--- config.mk ---
export PLATFORM = sky130hd
export DESIGN_NAME = tdc_hit_word_decoder_unit
export DESIGN_NICKNAME = d
export VERILOG_FILES = /design/src/hw/rtl/tdchwd_pkg.sv /design/src/hw/rtl/tdchwd_cfg_regs.sv /design/src/hw/rtl/tdchwd_decode.sv /design/src/hw/rtl/tdchwd_out_stage.sv /design/src/hw/rtl/tdc_hit_word_decoder_unit.sv
export SDC_FILE = /design/constraint.sdc
export NUM_CORES = 2
export LEC_CHECK = 0
export BUFFER_PORTS_ARGS = -buffer_cell sky130_fd_sc_hd__buf_2
export CAP_MARGIN = 20
export CORE_ASPECT_RATIO = 1.75
export CORE_MARGIN = 2
export CORE_UTILIZATION = 40
export DETAILED_ROUTE_END_ITERATION = 10
export SYNTH_ARGS = -nofsm -noshare
export SYNTH_HDL_FRONTEND = slang
export SYNTH_SLANG_ARGS = --single-unit
--- constraint.sdc ---
create_clock -name clk -period 20.7 [get_ports clk]
set_input_delay 6.21 -clock clk [delete_from_list [all_inputs] [get_ports clk]]
set_output_delay 6.21 -clock clk [all_outputs]
set_load 0.01 [all_outputs]
--- src/hw/rtl/tdchwd_pkg.sv ---
// Shared types and constants for the TDC hit word decoder.
`timescale 1ns / 1ps

package tdchwd_pkg;

  localparam int NUM_TDC_SLOTS    = 7;
  localparam int CHANNELS_PER_TDC = 49;

  localparam int WORD_W   = 32;
  localparam int ID_W     = 16;
  localparam int SLOT_W   = 3;
  localparam int CHAN_W   = 7;
  localparam int GCH_W    = 9;
  localparam int FINE_W   = 10;
  localparam int COARSE_W = 11;
  localparam int EPOCH_W  = 24;
  localparam int EPT_W    = 44;
  localparam int CT_W     = 20;
  localparam int TIME_W   = 46;
  localparam int TOT_W    = 47;
  localparam int CFG_IDX_W  = 4;
  localparam int CFG_DATA_W = 16;

  localparam int unsigned EPOCH_SCALE  = 1024000;
  localparam int unsigned COARSE_SCALE = 500;

  localparam logic [3:0] MARKER_HIT   = 4'h8;
  localparam logic [3:0] MARKER_EPOCH = 4'h6;

  localparam logic [CFG_IDX_W-1:0] CFG_IDX_MASK = 4'd7;

  localparam logic [NUM_TDC_SLOTS-1:0][ID_W-1:0] RESET_IDS = {
    16'hE203, 16'hE202, 16'hE201, 16'hE200, 16'hE102, 16'hE101, 16'hE100
  };
  localparam logic [NUM_TDC_SLOTS-1:0] RESET_MASK = '1;

  typedef struct packed {
    logic [NUM_TDC_SLOTS-1:0][ID_W-1:0] ids;
    logic [NUM_TDC_SLOTS-1:0]           mask;
  } cfg_t;

  typedef struct packed {
    logic [GCH_W-1:0]         gch;
    logic                     is_ref;
    logic signed [TIME_W-1:0] lead;
    logic signed [TIME_W-1:0] trail;
  } hit_t;

endpackage

--- src/hw/rtl/tdchwd_cfg_regs.sv ---
// Configuration register file: slot TDC ids and slot enable mask.
`timescale 1ns / 1ps

module tdchwd_cfg_regs (
  input  logic                                  clk,
  input  logic                                  rst_n,
  input  logic                                  cfg_valid,
  output logic                                  cfg_ready,
  input  logic [tdchwd_pkg::CFG_IDX_W-1:0]      cfg_index,
  input  logic [tdchwd_pkg::CFG_DATA_W-1:0]     cfg_data,
  output tdchwd_pkg::cfg_t                      cfg
);

  tdchwd_pkg::cfg_t cfg_r;

  assign cfg_ready = 1'b1;
  assign cfg       = cfg_r;

  always_ff @(posedge clk) begin
    if (!rst_n) begin
      cfg_r.ids  <= tdchwd_pkg::RESET_IDS;
      cfg_r.mask <= tdchwd_pkg::RESET_MASK;
    end else if (cfg_valid) begin
      if (cfg_index < tdchwd_pkg::CFG_IDX_W'(tdchwd_pkg::NUM_TDC_SLOTS)) begin
        cfg_r.ids[cfg_index[tdchwd_pkg::SLOT_W-1:0]] <= cfg_data;
      end else if (cfg_index == tdchwd_pkg::CFG_IDX_MASK) begin
        cfg_r.mask <= cfg_data[tdchwd_pkg::NUM_TDC_SLOTS-1:0];
      end
    end
  end

endmodule

--- src/hw/rtl/tdchwd_decode.sv ---
// Word decode stage: header/epoch/hit decode, block state, hit register.
`timescale 1ns / 1ps

module tdchwd_decode (
  input  logic                              clk,
  input  logic                              rst_n,
  input  tdchwd_pkg::cfg_t                  cfg,
  input  logic                              item_valid,
  output logic                              item_ready,
  input  logic [tdchwd_pkg::WORD_W-1:0]     item_word,
  input  logic                              item_first,
  output logic                              hit_valid,
  input  logic                              hit_ready,
  output tdchwd_pkg::hit_t                  hit
);

  localparam int TIME_W = tdchwd_pkg::TIME_W;
  localparam int EPT_W  = tdchwd_pkg::EPT_W;

  // block state
  logic [EPT_W-1:0]                  ept_r, ept_nxt;
  logic signed [TIME_W-1:0]          ref_r, ref_nxt;
  logic signed [TIME_W-1:0]          rise_r, rise_nxt;
  logic                              exph_r, exph_nxt;
  logic [tdchwd_pkg::SLOT_W-1:0]     slot_r, slot_nxt;
  logic                              match_r, match_nxt;
  logic [15:0]                       block_r, block_nxt;
  logic [15:0]                       widx_r, widx_nxt;

  logic                              hit_valid_r, hit_valid_nxt;
  tdchwd_pkg::hit_t                  hit_r, hit_nxt;

  logic                              adv;
  logic [EPT_W-1:0]                  ept_cur;
  logic signed [TIME_W-1:0]          ref_cur, rise_cur, t, ref_minus_t;
  logic                              exph_cur, is_hdr;
  logic [3:0]                        marker;
  logic [tdchwd_pkg::CHAN_W-1:0]     chan;
  logic                              edge_rise;
  logic [tdchwd_pkg::FINE_W-1:0]     fine;
  logic [tdchwd_pkg::COARSE_W-1:0]   coarse;
  logic [tdchwd_pkg::CT_W-1:0]       coarse_t;
  logic [tdchwd_pkg::GCH_W-1:0]      gch;

  assign item_ready = !hit_valid_r || hit_ready;
  assign adv        = item_valid && item_ready;
  assign hit_valid  = hit_valid_r;
  assign hit        = hit_r;

  assign ept_cur  = item_first ? '0 : ept_r;
  assign ref_cur  = item_first ? '0 : ref_r;
  assign rise_cur = item_first ? '0 : rise_r;
  assign exph_cur = item_first || exph_r;
  assign is_hdr   = exph_cur;

  assign marker    = item_word[31:28];
  assign chan      = item_word[28:22];
  assign edge_rise = item_word[11];
  assign fine      = item_word[21:12];
  assign coarse    = item_word[10:0];
  assign coarse_t  = tdchwd_pkg::CT_W'(coarse) * tdchwd_pkg::CT_W'(tdchwd_pkg::COARSE_SCALE);

  assign t = signed'(TIME_W'(ept_cur)) + signed'(TIME_W'(coarse_t))
           - signed'(TIME_W'(fine));
  assign ref_minus_t = ref_cur - t;

  assign gch = tdchwd_pkg::GCH_W'(slot_r) * tdchwd_pkg::GCH_W'(tdchwd_pkg::CHANNELS_PER_TDC)
             + tdchwd_pkg::GCH_W'(chan);

  always_comb begin
    ept_nxt       = ept_cur;
    ref_nxt       = ref_cur;
    rise_nxt      = rise_cur;
    exph_nxt      = exph_cur;
    slot_nxt      = slot_r;
    match_nxt     = match_r;
    block_nxt     = block_r;
    widx_nxt      = widx_r;
    hit_valid_nxt = 1'b0;
    hit_nxt.gch    = gch;
    hit_nxt.is_ref = 1'b0;
    hit_nxt.lead   = rise_cur;
    hit_nxt.trail  = ref_minus_t;
    if (is_hdr) begin
      block_nxt = item_word[31:16];
      widx_nxt  = '0;
      rise_nxt  = '0;
      exph_nxt  = 1'b0;
      match_nxt = 1'b0;
      slot_nxt  = '0;
      // lowest enabled slot wins
      for (int k = tdchwd_pkg::NUM_TDC_SLOTS - 1; k >= 0; k--) begin
        if (cfg.mask[k] && cfg.ids[k] == item_word[15:0]) begin
          match_nxt = 1'b1;
          slot_nxt  = tdchwd_pkg::SLOT_W'(k);
        end
      end
    end else begin
      if (match_r) begin
        if (marker == tdchwd_pkg::MARKER_HIT) begin
          if (chan == '0) begin
            ref_nxt        = t;
            hit_valid_nxt  = 1'b1;
            hit_nxt.is_ref = 1'b1;
            hit_nxt.lead   = t;
            hit_nxt.trail  = '0;
          end else if (edge_rise) begin
            rise_nxt = ref_minus_t;
          end else if (rise_cur != '0) begin
            hit_valid_nxt = 1'b1;
          end
        end else if (marker == tdchwd_pkg::MARKER_EPOCH) begin
          ept_nxt = EPT_W'(item_word[tdchwd_pkg::EPOCH_W-1:0])
                  * EPT_W'(tdchwd_pkg::EPOCH_SCALE);
        end
      end
      if (block_r != '0 && widx_r == block_r - 16'd1) begin
        exph_nxt = 1'b1;
      end
      widx_nxt = widx_r + 16'd1;
    end
  end

  always_ff @(posedge clk) begin
    if (!rst_n) begin
      ept_r       <= '0;
      ref_r       <= '0;
      rise_r      <= '0;
      exph_r      <= 1'b1;
      slot_r      <= '0;
      match_r     <= 1'b0;
      block_r     <= '0;
      widx_r      <= '0;
      hit_valid_r <= 1'b0;
    end else begin
      if (adv) begin
        ept_r   <= ept_nxt;
        ref_r   <= ref_nxt;
        rise_r  <= rise_nxt;
        exph_r  <= exph_nxt;
        slot_r  <= slot_nxt;
        match_r <= match_nxt;
        block_r <= block_nxt;
        widx_r  <= widx_nxt;
      end
      if (item_ready) begin
        hit_valid_r <= adv && hit_valid_nxt;
      end
    end
  end

  always_ff @(posedge clk) begin
    if (adv && hit_valid_nxt) begin
      hit_r <= hit_nxt;
    end
  end

  a_first_takes_header: assert property (@(posedge clk) disable iff (!rst_n)
    adv && item_first |=> !exph_r && widx_r == '0 && rise_r == '0)
    else $error("first word not taken as header");

  a_state_holds_idle: assert property (@(posedge clk) disable iff (!rst_n)
    !adv |=> $stable(ref_r) && $stable(rise_r) && $stable(ept_r) && $stable(widx_r))
    else $error("block state changed without a request");

  a_paired_needs_rise: assert property (@(posedge clk) disable iff (!rst_n)
    adv && hit_valid_nxt && !hit_nxt.is_ref |=> hit_valid_r && hit_r.lead != '0)
    else $error("paired hit without stored rise");

endmodule

--- src/hw/rtl/tdchwd_out_stage.sv ---
// Result stage: time over threshold subtract and output register.
`timescale 1ns / 1ps

module tdchwd_out_stage (
  input  logic                                 clk,
  input  logic                                 rst_n,
  input  logic                                 hit_valid,
  output logic                                 hit_ready,
  input  tdchwd_pkg::hit_t                     hit,
  output logic                                 out_valid,
  input  logic                                 out_ready,
  output tdchwd_pkg::hit_t                     out_hit,
  output logic signed [tdchwd_pkg::TOT_W-1:0]  out_tot
);

  localparam int TOT_W = tdchwd_pkg::TOT_W;

  logic                      out_valid_r;
  tdchwd_pkg::hit_t          out_hit_r;
  logic signed [TOT_W-1:0]   tot_r, tot_nxt;

  assign hit_ready = !out_valid_r || out_ready;
  assign out_valid = out_valid_r;
  assign out_hit   = out_hit_r;
  assign out_tot   = tot_r;

  assign tot_nxt = hit.is_ref ? '0 : (TOT_W'(hit.lead) - TOT_W'(hit.trail));

  always_ff @(posedge clk) begin
    if (!rst_n) begin
      out_valid_r <= 1'b0;
    end else if (hit_ready) begin
      out_valid_r <= hit_valid;
    end
  end

  always_ff @(posedge clk) begin
    if (hit_ready && hit_valid) begin
      out_hit_r <= hit;
      tot_r     <= tot_nxt;
    end
  end

endmodule

--- src/hw/rtl/tdc_hit_word_decoder_unit.sv ---
// Top level of the TDC hit word decoder: input register, decode and result stages.
// Path: a word passes the input register, then the decode stage's hit register, then the output register.
// Throughput: one word per cycle; each stage holds when the next is full and stalled.
// Words that give no result (headers, epochs, rises, foreign blocks) leave no bubble.
// Reset (rst_n low, synchronous): pipeline empty, block state cleared, expects a header,
// slot ids and enable mask back to their defaults.
`timescale 1ns / 1ps

module tdc_hit_word_decoder_unit (
  input  logic                                  clk,
  input  logic                                  rst_n,
  input  logic                                  in_tvalid,
  output logic                                  in_tready,
  input  logic [31:0]                           in_tdata,   // [31:0] data_word
  input  logic                                  in_tuser,   // [0] first_word
  output logic                                  out_tvalid,
  input  logic                                  out_tready,
  // [8:0] global_channel, [54:9] lead_time, [100:55] trail_time,
  // [147:101] time_over_threshold, [151:148] zero
  output logic [151:0]                          out_tdata,
  output logic                                  out_tuser,  // [0] is_reference
  input  logic                                  cfg_valid,
  output logic                                  cfg_ready,
  input  logic [tdchwd_pkg::CFG_IDX_W-1:0]      cfg_index,
  input  logic [tdchwd_pkg::CFG_DATA_W-1:0]     cfg_data
);

  tdchwd_pkg::cfg_t                       cfg;
  logic                                   s1_valid_r;
  logic [tdchwd_pkg::WORD_W-1:0]          s1_word_r;
  logic                                   s1_first_r;
  logic                                   dec_ready;
  logic                                   hit_valid, hit_ready;
  tdchwd_pkg::hit_t                       hit, out_hit;
  logic signed [tdchwd_pkg::TOT_W-1:0]    out_tot;

  assign in_tready = !s1_valid_r || dec_ready;

  always_ff @(posedge clk) begin
    if (!rst_n) begin
      s1_valid_r <= 1'b0;
    end else if (in_tready) begin
      s1_valid_r <= in_tvalid;
    end
  end

  always_ff @(posedge clk) begin
    if (in_tready && in_tvalid) begin
      s1_word_r  <= in_tdata;
      s1_first_r <= in_tuser;
    end
  end

  tdchwd_cfg_regs u_cfg (
    .clk       (clk),
    .rst_n     (rst_n),
    .cfg_valid (cfg_valid),
    .cfg_ready (cfg_ready),
    .cfg_index (cfg_index),
    .cfg_data  (cfg_data),
    .cfg       (cfg)
  );

  tdchwd_decode u_decode (
    .clk        (clk),
    .rst_n      (rst_n),
    .cfg        (cfg),
    .item_valid (s1_valid_r),
    .item_ready (dec_ready),
    .item_word  (s1_word_r),
    .item_first (s1_first_r),
    .hit_valid  (hit_valid),
    .hit_ready  (hit_ready),
    .hit        (hit)
  );

  tdchwd_out_stage u_out (
    .clk       (clk),
    .rst_n     (rst_n),
    .hit_valid (hit_valid),
    .hit_ready (hit_ready),
    .hit       (hit),
    .out_valid (out_tvalid),
    .out_ready (out_tready),
    .out_hit   (out_hit),
    .out_tot   (out_tot)
  );

  assign out_tdata = {4'b0000, out_tot, out_hit.trail, out_hit.lead, out_hit.gch};
  assign out_tuser = out_hit.is_ref;

endmodule

==> impl_results.md <==
- Hold Path Class: flop to flop
- Global-route wire length before repair: between 100 and 150 mm
- Critical path's slowest cell: nor2b_1
- Post-synth cell types: 104
- Post-CTS Resized: 0
- Clock Latency Late Sink: around 660 ps
- HP Start: u_decode.hit[100]
- Unrepaired setup endpoints after global routing: no
- Cells along the critical path: buf_2 -> nor2b_1 -> nand3_1 -> buf_2
- R2r endpoint: u_decode.hit[44]
- Yosys warning count: 0
- Max-slew headroom: between 30% and 40%
- Hold path depth: 0
- Switching pwr: 0.00201 W
- Status: finished clean
- CTS root buf: clkbuf_16
- CP max stage delay: between 400 and 500 ps
- FF-to-FF setup slack: 8470 ps
- Largest net degree at the start of global routing: 105
- Fin nets: 4,244
- CP startpoint kind: input pin
- Synth top area share: about a quarter
- Setup violators final: 0
- # H-tree levels: 2
- CP most frequent cell: buf_2
- CTS tree: yes
- RR Startpoint: s1_word_r[5]
- Syn Inst Count: 3,737
- Worst Hold Path EP: u_out.out_hit[100]
- CP Capture Type: output pin
- Worst Tran Pin Value: 1020 ps
- Worst reg2reg path depth: 49
- Highest Clock Rate: 0.0750 GHz
- Core area: 0.0876 mm²
- Die area: between 0.09 and 0.1 mm²
- Total Routing Usage GR: 20.3%
- Routed Antenna Nets: 0
- WS Path Type: input pin to output pin
- Hold-fix buffers, CTS: 0
- Vias in the first global route: roughly 27,000
- Initial antenna violation count: 1
- Critical Path Source: out_tready
- Worst Path Max Fanout: 6
- DRC Markers: 0
- Top post-synthesis cells by count: nand2_1, nor2_1, dfxtp_1
- Buffers added on ports: 208
- Total gr overflow: 0
- GPL Wtd Cong: ~0.89
- I/O pin count: 214
- Fin crit period: 13,330 ps
- Post-CTS Setup Bufs: 0
- Die W: 228 µm
- Hold Vio Cnt, Final: 0
- Synth top area cells: edfxtp_1, dfxtp_1, ha_1, xnor2_1, fa_1
- Async set-reset flop share out of synthesis: 0%
- Crit path DAT: between 7000 and 8000 ps
- Clk sink count: ~580
- Crit path required time: 14,490 ps
- PD cells: 120 mW/mm²
- Area of the multi-input gates: 0.0194 mm²
- Fin crit share: 64.4%
- Ys flop type: dfxtp_1
- Fill cell instance count of the final layout: 8,587
- Final wirelength: 92.8 mm
- Layout cells sized above 1: 10.2%
- Hpwl dp: just under 70 mm
- Floorplan die height: 397 µm
- Clock transition at path regs: 60 ps
- Post-synth EDFFs: roughly 280
- Worst VDD drop: 0.0000988 V
- Cell taking the most area after synthesis: edfxtp_1
- Switching power share of the total: 42.4%
- Starting Density: 40.2%
- Worst-case clock buffer depth: 3
- Avg Cell Area, Syn: about 9.4 µm²
- Placement Cell Area: ~0.037 mm²
- Design Area, Final: 0.0393 mm²
- Clock power share: 22.0%
- Register area: 0.0144 mm²
- Static leakage: 15.9 nW
- Initial DRC count: ~1,400
- Synthesized flop and latch total: 579
- Fin Setup TNS: 0 ps
- Pins Over Slew Limit: 0
- Drt first pass iters: 5
- Via/cell ratio: about 5.3
- Cell-internal power: 0.00273 W
- Post-synthesis cell area: approximately 0.035 mm²
- CTS Buf Count: 56
- Max cap viols: 0
- Power share of the sequential group: 26.5%
- Clock skew: approximately 40 ps
- Combinational group share of total power: about half
- Most common cell in the netlist: nand2_1
- Wire per inst: 18.2 µm
- Via count: 26,766
- Core Rows: 144
- P&R area growth vs syn: 11.6%
- Share of the yosys chip area belonging to registers: 41.0%
==> registers in the layout, summed over array words and instances, names as in the netlist <==
| register | cells |
|---|---|
| u_cfg.cfg | 119 |
| u_out.out_hit | 102 |
| u_out.out_valid | 1 |
| s1_first_r | 1 |
| s1_valid_r | 1 |
| u_decode.exph_r | 1 |
| u_out.out_tot | 47 |
| u_decode.rise_r | 46 |
| u_decode.ept_r | 44 |
| u_decode.ref_r | 46 |
| u_decode.hit_valid | 1 |
| u_decode.block_r | 16 |
| u_decode.widx_r | 16 |
| u_decode.slot_r | 3 |
| u_decode.match_r | 1 |
| u_decode.hit | 102 |
| s1_word_r | 32 |
==> worst max-delay path, delay by kind of cell <==
kind | cells | cell delay [ps]
buffers and inverters | 2 | 270
and+or+nand+nor | 2 | 640
==> cells by family (layout without fill, tap and decap cells) <==
family	after synthesis	after routing	synth area share, %
muxes	18	18	0.526
and+or+nand+nor	1350	1350	18.2
DFF	579	579	41.0
buffers and inverters	374	558	4.11
AOI/OAI and AO/OA	770	770	14.7
xor gates and xnor gates	329	329	8.27
other	2	6	0.0213
adders and majority gates	315	315	13.2
==> power by group through the flow <==
stage	Sequential [W]	Clock [W]	Combinational, W
2_1_floorplan	0.00128	0	0.00186
3_3_place_gp	0.00128	0	0.00240
3_5_place_dp	0.00128	0	0.00242
4_1_cts	0.00126	0.00107	0.00244
5_1_grt	0.00126	0.00111	0.00272
6_report	0.00126	0.00104	0.00244
==> final cells by class <==
type / instances / area share, %
antenna: 1 / 0.00637
clock buffer: 79 / 4.01
clock inverter: 26 / 0.684
inverter: 198 / 1.89
multi-input combinational: 2787 / 49.4
sequential: 579 / 36.7
tap: 1168 / 3.72
timing repair buffer: 255 / 3.58
==> worst max path at each step <==
stage | endpoint | cells after the start | slack (ps)
detailed placement | in_tready | 4 | 7370
finish | in_tready | 4 | 7370
floorplan | u_decode.hit[0] | 5 | 6410
global route | in_tready | 4 | 7310
global placement | in_tready | 4 | 7390
CTS | in_tready | 4 | 7370
==> per-layer routing <==
layer / track usage, % / routed length (µm) / vias up
met5: 0 / 0 / -
met4: 9.96 / 4810 / 0
met3: 2.11 / 2910 / 200
met1: 21.9 / 35800 / 12671
met2: 39.0 / 49200 / 575
li1: - / - / 13320
==> per-stage QoR <==
step	worst slack [ps]	utilization, %	hold WS, ps	power [W]	instances
floorplan	6410	-	400	0.00314	3740
CTS	7370	44.9	417	0.00477	5092
finish	7370	44.9	416	0.00474	5093
global placement	7390	42.8	404	0.00368	4986
detailed placement	7370	42.8	405	0.00370	4987
global route	7310	44.9	425	0.00509	5092
==> cell usage in the layout (no fill, tap or decap), types with 37 or more instances in the layout <==
cell type / synthesis / routed
a211oi_1: 43 / 43
a21boi_0: 93 / 93
a21o_1: 59 / 59
a21oi_1: 197 / 197
a22oi_1: 58 / 58
and3_1: 37 / 37
buf_2: 8 / 207
buf_4: 9 / 47
clkbuf_16: 0 / 59
dfxtp_1: 295 / 295
edfxtp_1: 284 / 284
fa_1: 95 / 95
ha_1: 214 / 214
inv_1: 196 / 195
nand2_1: 426 / 425
nand3_1: 116 / 116
nand4_1: 43 / 43
nor2_1: 369 / 367
nor2b_1: 118 / 117
nor3_1: 55 / 54
o21ai_0: 101 / 101
xnor2_1: 224 / 224
xor2_1: 102 / 102
Power figures use the tool's default switching activity.
